`config.mk`:
```
export PLATFORM = sky130hd
export DESIGN_NAME = cmi_queue
export DESIGN_NICKNAME = d
export VERILOG_FILES = /design/src/rtl/cmi_pkg.sv /design/src/rtl/cmi_queue.sv
export SDC_FILE = /design/constraint.sdc
export NUM_CORES = 1
export LEC_CHECK = 0
export ABC_CLOCK_PERIOD_IN_PS = 1450
export BUFFER_PORTS_ARGS = -buffer_cell sky130_fd_sc_hd__buf_2
export CORE_ASPECT_RATIO = 1.1
export CORE_MARGIN = 2
export CORE_UTILIZATION = 55
export DETAILED_ROUTE_END_ITERATION = 8
export GPL_ROUTABILITY_DRIVEN = 0
export PLACE_DENSITY = 0.77
export SLEW_MARGIN = 5
export SYNTH_ARGS = -nofsm -noshare
export SYNTH_HDL_FRONTEND = slang
export SYNTH_SLANG_ARGS = --single-unit
```
`constraint.sdc`:
```
create_clock -name clk -period 1.45 [get_ports clk]
set_input_delay 0.145 -clock clk [delete_from_list [all_inputs] [get_ports clk]]
set_output_delay 0.145 -clock clk [all_outputs]
set_load 0.02 [all_outputs]
```
`src/rtl/cmi_pkg.sv`:
```
`timescale 1ns / 1ps
// ----------------------------------------------------------------------------
// cmi_pkg
// Shared constants and types of the complex 2x2 matrix inverse unit.
// ----------------------------------------------------------------------------
package cmi_pkg;

    // default field formats
    localparam int IN_WIDTH_DEF  = 16;
    localparam int FRAC_BITS_DEF = 14;
    localparam int OUT_WIDTH_DEF = 24;

    // entries of the queue between the determinant front and the divide back
    localparam int QUEUE_DEPTH = 4;

    // status of the middle queue as seen by its producer and its consumer
    typedef struct packed {
        logic full;
        logic empty;
    } qstat_t;

endpackage

```
`src/rtl/cmi_queue.sv`:
```
`timescale 1ns / 1ps
// ----------------------------------------------------------------------------
// cmi_queue
// Short register queue between the front and the back.
// ----------------------------------------------------------------------------
module cmi_queue #(
    parameter int WIDTH = 8,
    parameter int DEPTH = cmi_pkg::QUEUE_DEPTH
) (
    input  logic             clk,
    input  logic             rst_n,
    input  logic             push,
    input  logic [WIDTH-1:0] wr_data,
    input  logic             pop,
    output logic [WIDTH-1:0] rd_data,
    output cmi_pkg::qstat_t  qstat
);

    localparam int AW = (DEPTH > 1) ? $clog2(DEPTH) : 1;
    localparam int CW = $clog2(DEPTH + 1);

    logic [WIDTH-1:0] mem_reg [DEPTH];
    logic [AW-1:0]    wptr_reg;
    logic [AW-1:0]    rptr_reg;
    logic [CW-1:0]    cnt_reg;

    assign qstat.full  = (cnt_reg == CW'(DEPTH));
    assign qstat.empty = (cnt_reg == '0);
    assign rd_data     = mem_reg[rptr_reg];

    always_ff @(posedge clk or negedge rst_n)
    begin
        if (!rst_n)
        begin
            wptr_reg <= '0;
            rptr_reg <= '0;
            cnt_reg  <= '0;
        end
        else
        begin
            if (push)
                wptr_reg <= (wptr_reg == AW'(DEPTH - 1)) ? '0 : wptr_reg + 1'b1;
            if (pop)
                rptr_reg <= (rptr_reg == AW'(DEPTH - 1)) ? '0 : rptr_reg + 1'b1;
            if (push && !pop)
                cnt_reg <= cnt_reg + 1'b1;
            else if (pop && !push)
                cnt_reg <= cnt_reg - 1'b1;
        end
    end

    always_ff @(posedge clk)
    begin
        if (push)
            mem_reg[wptr_reg] <= wr_data;
    end

    a_no_push_full: assert property (@(posedge clk) disable iff (!rst_n)
        push |-> !qstat.full)
        else $error("push into full queue");
    a_no_pop_empty: assert property (@(posedge clk) disable iff (!rst_n)
        pop |-> !qstat.empty)
        else $error("pop from empty queue");
    a_cnt_range: assert property (@(posedge clk) disable iff (!rst_n)
        cnt_reg <= CW'(DEPTH))
        else $error("queue count beyond depth");

endmodule

```
---- After elaboration in Yosys (flattened, before gate mapping) ----
Memory sizes are Yosys's and may differ from the RTL's.
Index checks and enable logic that the tools add are counted.
word-level totals
  bits in registers ....................... 7
  latch bits .............................. 0
  bits in writable memories ............... 32
  bits in read-only memories .............. 0
  input bits .............................. 12
  memories kept ........................... 1
cells by class
  add/subtract/negate cells ............... 4
  $mul .................................... 0
  divide/modulo/power cells ............... 0
  $lt $le $gt $ge ......................... 0
  equal/unequal tests ..................... 3
  shift operators ......................... 0
  muxes and demuxes ....................... 6
  bitwise operators ....................... 0
  reduce and logical (&&, ||, !) cells .... 6
memories
  name     words  width  read ports  clocked after memory_dff  wr ports  line             source
  mem_reg  4      8      1           0                         1         cmi_queue.sv:22  logic [WIDTH-1:0] mem_reg [DEPTH];
operators by type and width
  operator               number
  $mux W3                2
  $add A2 B1 Y2 const B  2
  $eq A2 B2 Y1 const B   2
  $mux W2                2
  $add A3 B1 Y3 const B  1
  $eq A3 B3 Y1 const B   1
  $logic_not A3 Y1       1
  $sub A3 B1 Y3 const B  1
  $logic_and A1 B1 Y1    2
  $logic_not A1 Y1       2
  $mux W1                2
  $reduce_bool A2 Y1     1

---- Logic depth before layout (Yosys ltp) ----
  depth after elaboration ................. 4
  depth in mapped cells ................... 7
  depth with buffers taken out ............ 7

---- Worst setup path after synthesis ----
Ideal clock, no wire load.
  kind .................................... register to register
  from .................................... reg cnt_reg[0]
  to ...................................... reg cnt_reg[2]
  setup time .............................. 79 ps
  data arrival time ....................... 1,216 ps
  path slack .............................. 155 ps
  cell stages (with the launch flop) ...... 5
  buffers on the path ..................... 0
  cells stage by stage .................... dfrtp_1 -> fa_1 -> xor2_1 -> nor2_1 -> xor2_1
on the way
  longest elaborated chain between the ends .. 3
ends and longest elaborated chain
  item                    line             source
  from (decl)             cmi_queue.sv:25  logic [CW-1:0] cnt_reg;
  from (signal assigned)  cmi_queue.sv:46  cnt_reg <= cnt_reg + 1'b1;
  from (signal assigned)  cmi_queue.sv:48  cnt_reg <= cnt_reg - 1'b1;
  $sub A3 B1 Y3           cmi_queue.sv:48
  $mux W3                 cmi_queue.sv:47  else if (pop && !push)
  $mux W3 *               cmi_queue.sv:45  if (push && !pop)
Every way passes the cells marked *; elsewhere a longest branch is shown, timed or not. The select of a mux whose other input is x is not followed.
A chain may end at the register's enable or synchronous reset.

---- Worst setup path after layout ----
  from .................................... reg rptr_reg[0]
  to ...................................... out rd_data[6]
on the way
  longest elaborated chain between the ends .. 1
ends and longest elaborated chain
  item                    line             source
  from (decl)             cmi_queue.sv:24  logic [AW-1:0] rptr_reg;
  from (signal assigned)  cmi_queue.sv:44  rptr_reg <= (rptr_reg == AW'(DEPTH - 1)) ? '0 : rptr_reg + 1'b1;
  $mem_v2 Z4 W8           n/a
  to (decl)               cmi_queue.sv:15  output logic [WIDTH-1:0] rd_data,
Every way passes these cells.

==> impl_results.md <==
* Setup WS post-layout at -0.234 ns
* Hold violation count in the final report at 0
* Worst path slowest cell: mux4_2
* Number of port buffers at 21
* Post-layout net count at 134
* Share of the clock period used by the worst path at 116%
* Clock network latency to the later pin of the worst-skew pair at 0.33 ns
* Top routing layer in use: met4
* Worst slew slack as a fraction of its limit at 72.7%
* Non-Filler Cell Area, Final at 1930 sq um
* Slew @ Worst Pin at 0.410 ns
* Drt initial violations at 20
* Clock-pin transition on the worst setup and hold timing paths at 0.11 ns
* Type of destination of the critical path: output pin
* Bufs on Longest Clock Path at 2
* Number of sinks on the clock net at 39
* Setup TNS at -1.81 ns
* Count of pins over their slew limit at 0
* Largest net degree at the start of global routing at 12
* Root cell of the clock tree: clkbuf_4
* Mean post-synth cell area at 19.8 sq um
* Final setup fails at 8
* Length of routed wiring on met1 at 949 um
* Vias in the first global route at 852
* Flop and latch count out of synthesis at 39
* Delay of the slowest cell on the worst path at 0.51 ns
* Router iterations before antenna repair at 4
* Cell-by-cell listing of the critical path: buf_6, mux4_2, buf_6
* Via density per instance at 5.40
* Number of buffers inserted during clock tree synthesis at 5
* CP dominant cell by count: buf_6
* Filler Cell Count at 178
* Most common library cells after synthesis: edfxtp_1 (32), mux4_2 (8), dfrtp_1 (7)
* Count of standard-cell rows at 20
* Cell type with the highest aggregate area in the netlist: edfxtp_1
* Max reg flops at 32
* Number of nets with antenna violations after detailed routing at 0
* Ranking of synthesized cells by area: edfxtp_1 (61%), mux4_2 (11%), dfrtp_1 (11%)
* Violations in the final reports: negative setup slack
* Remaining global-route overflow at 0
* Critical path launch point type: register
* Number of diodes at 0
* Overall power consumption at 3.58 mW
* Highest attainable clock frequency at 0.594 GHz
* Most used standard cell by instance count after synthesis: edfxtp_1
* Chip width at 54.9 um
* Placeable core region at 2750 sq um
* Tightest Hold Check Type: input pin to register
* Top-Level Pins at 22
* Clock Skews at 0.00977 ns
* Overall die height at 60.0 um
* Data required time of the worst path at 1.31 ns
* Share of final-layout standard cells stronger than drive strength 1 at 43.1%
* Via count at 804
* Critical path type: register to output pin
* R2R cell count at 4
* WL met2 at 1340 um
* Routed length per instance at 16.4 um
* Hpwl dp at 1780 um
* Seq/Total Area, Yosys at 72.5%
* Leakage power at 0.740 nW
* Warning count from the yosys run at 0
* MaxCap Viol Count at 0
* Endpoint arrival time on the critical path at 1.54 ns
* WL final at 2440 um
* Placement Cell Area at 1790 sq um
* Final period demand of the worst path at 1.68 ns
* Number of cells on the worst hold path at 1
* Async set-reset flop share out of synthesis at 17.9%
* TritonCTS clock tree: yes
* Share of Yosys cell area claimed by the top area cell type at 61.3%
* Aggregate global-route resource usage at 18.5%
* Cell area after synthesis at 1570 sq um
* RSZ-0062 raised after global routing: yes
* Minimum hold slack at 0.0297 ns
* Primary FF master, synth: edfxtp_1
* P&R area growth vs syn at 22.8%
* Initial antenna violation count at 0
* Crit Path Max Fanout at 5
* Result of the run: complete, but fails checks
* Number of unique standard cell types used by synthesis at 18
* Net count after synthesis at 98
* DRC violation count after routing at 0
* Global-route wire length before repair at 3920 um
* Initial Utilization at 57.0%
* Worst IR drop on VDD at 1.14 mV
* EDFF count, synth at 32
* Power density of the placed cells at 1860 nW/um^2
* Detail Route met3 WL at 101 um
* Count of H-tree levels built during CTS at 2
* Gate count of the mapped netlist at 79
* Area of the die at 3290 sq um
-- worst max-delay path, delay by kind of cell, from the launching register on --
family	cells	cell delay (ns)
mux	1	0.51
buf+inv	2	0.30
flops	1	0.40
-- per-stage QoR --
step	util, %	cells	worst slack [ns]
6_report	70.0	149	-0.234
5_1_grt	70.0	149	-0.324
4_1_cts	69.5	148	-0.247
3_5_place_dp	65.0	138	-0.0884
3_3_place_gp	65.0	138	0.0471
2_1_floorplan	-	79	0.155
-- metal layers --
layer  global-route usage (%)  vias to the layer above
met1                     21.0                      405
met2                     30.6                       16
met4                     10.5                        0
met5                        0                        -
met3                     5.25                        7
li1                         -                      376
-- report_power, final --
part | total, mW | switching, mW | internal (mW)
Clock | 0.507 | 0.318 | 0.189
Combinational | 1.43 | 0.634 | 0.797
Sequential | 1.64 | 0.170 | 1.48
Total | 3.58 | 1.12 | 2.46
-- cells by family (layout without fill, tap and decap cells) --
group                    count (synthesis)  count (layout)  share of synthesized area [%]
flip-flops                              39              39                           72.5
AND/OR/NAND/NOR                         11              11                           3.67
multiplexers                            10              10                           12.9
adder cells (fa/ha/maj)                  7               7                           6.07
buffers and inverters                    6              43                           1.99
AO/OA/AOI/OAI                            3               3                           1.20
XOR/XNOR                                 3               3                           1.68
-- cell usage in the layout (no fill, tap or decap), types with 3 or more instances in the layout --
| cell type | synthesis | routed |
|---|---|---|
| dfrtp_1 | 7 | 5 |
| buf_4 | 0 | 4 |
| buf_12 | 0 | 3 |
| buf_2 | 1 | 13 |
| and2_1 | 4 | 4 |
| clkbuf_4 | 0 | 5 |
| edfxtp_1 | 32 | 32 |
| buf_6 | 1 | 10 |
| ha_1 | 6 | 6 |
| inv_1 | 4 | 4 |
| mux4_2 | 8 | 8 |
-- area by class of cell --
class	count	area [sq um]	area share, %
clock inverter	1	5.00	0.260
multi-input combinational	34	403	20.9
sequential	39	1140	59.1
inverter	4	15.0	0.780
tap	33	41.3	2.14
clock buffer	7	45.0	2.34
timing repair buffer	31	278	14.4
-- final timing paths --
kind / from / end / slack (ns)
max: rptr_reg[0] / rd_data[6] / -0.23
min: wr_data[1] / mem_reg[0][1] / 0.03
max reg2reg: cnt_reg[0] / cnt_reg[2] / 0.07
min reg2reg: cnt_reg[2] / cnt_reg[2] / 0.51
max in group asynchronous: rst_n / cnt_reg[0] / 1.11
min in group asynchronous: rst_n / cnt_reg[1] / 0.16
-- what timing repair did --
| item | 4_1_cts | 5_1_grt |
|---|---|---|
| buffers inserted | 1 | 1 |
| gates resized for setup | 18 | 3 |
| hold buffers | 1 | 0 |
| endpoints found under the hold margin | 7 | 0 |
| setup endpoints to repair | 8 | 9 |
| pin swaps | 0 | 2 |
Note: power is estimated with default switching activity, not from simulation.
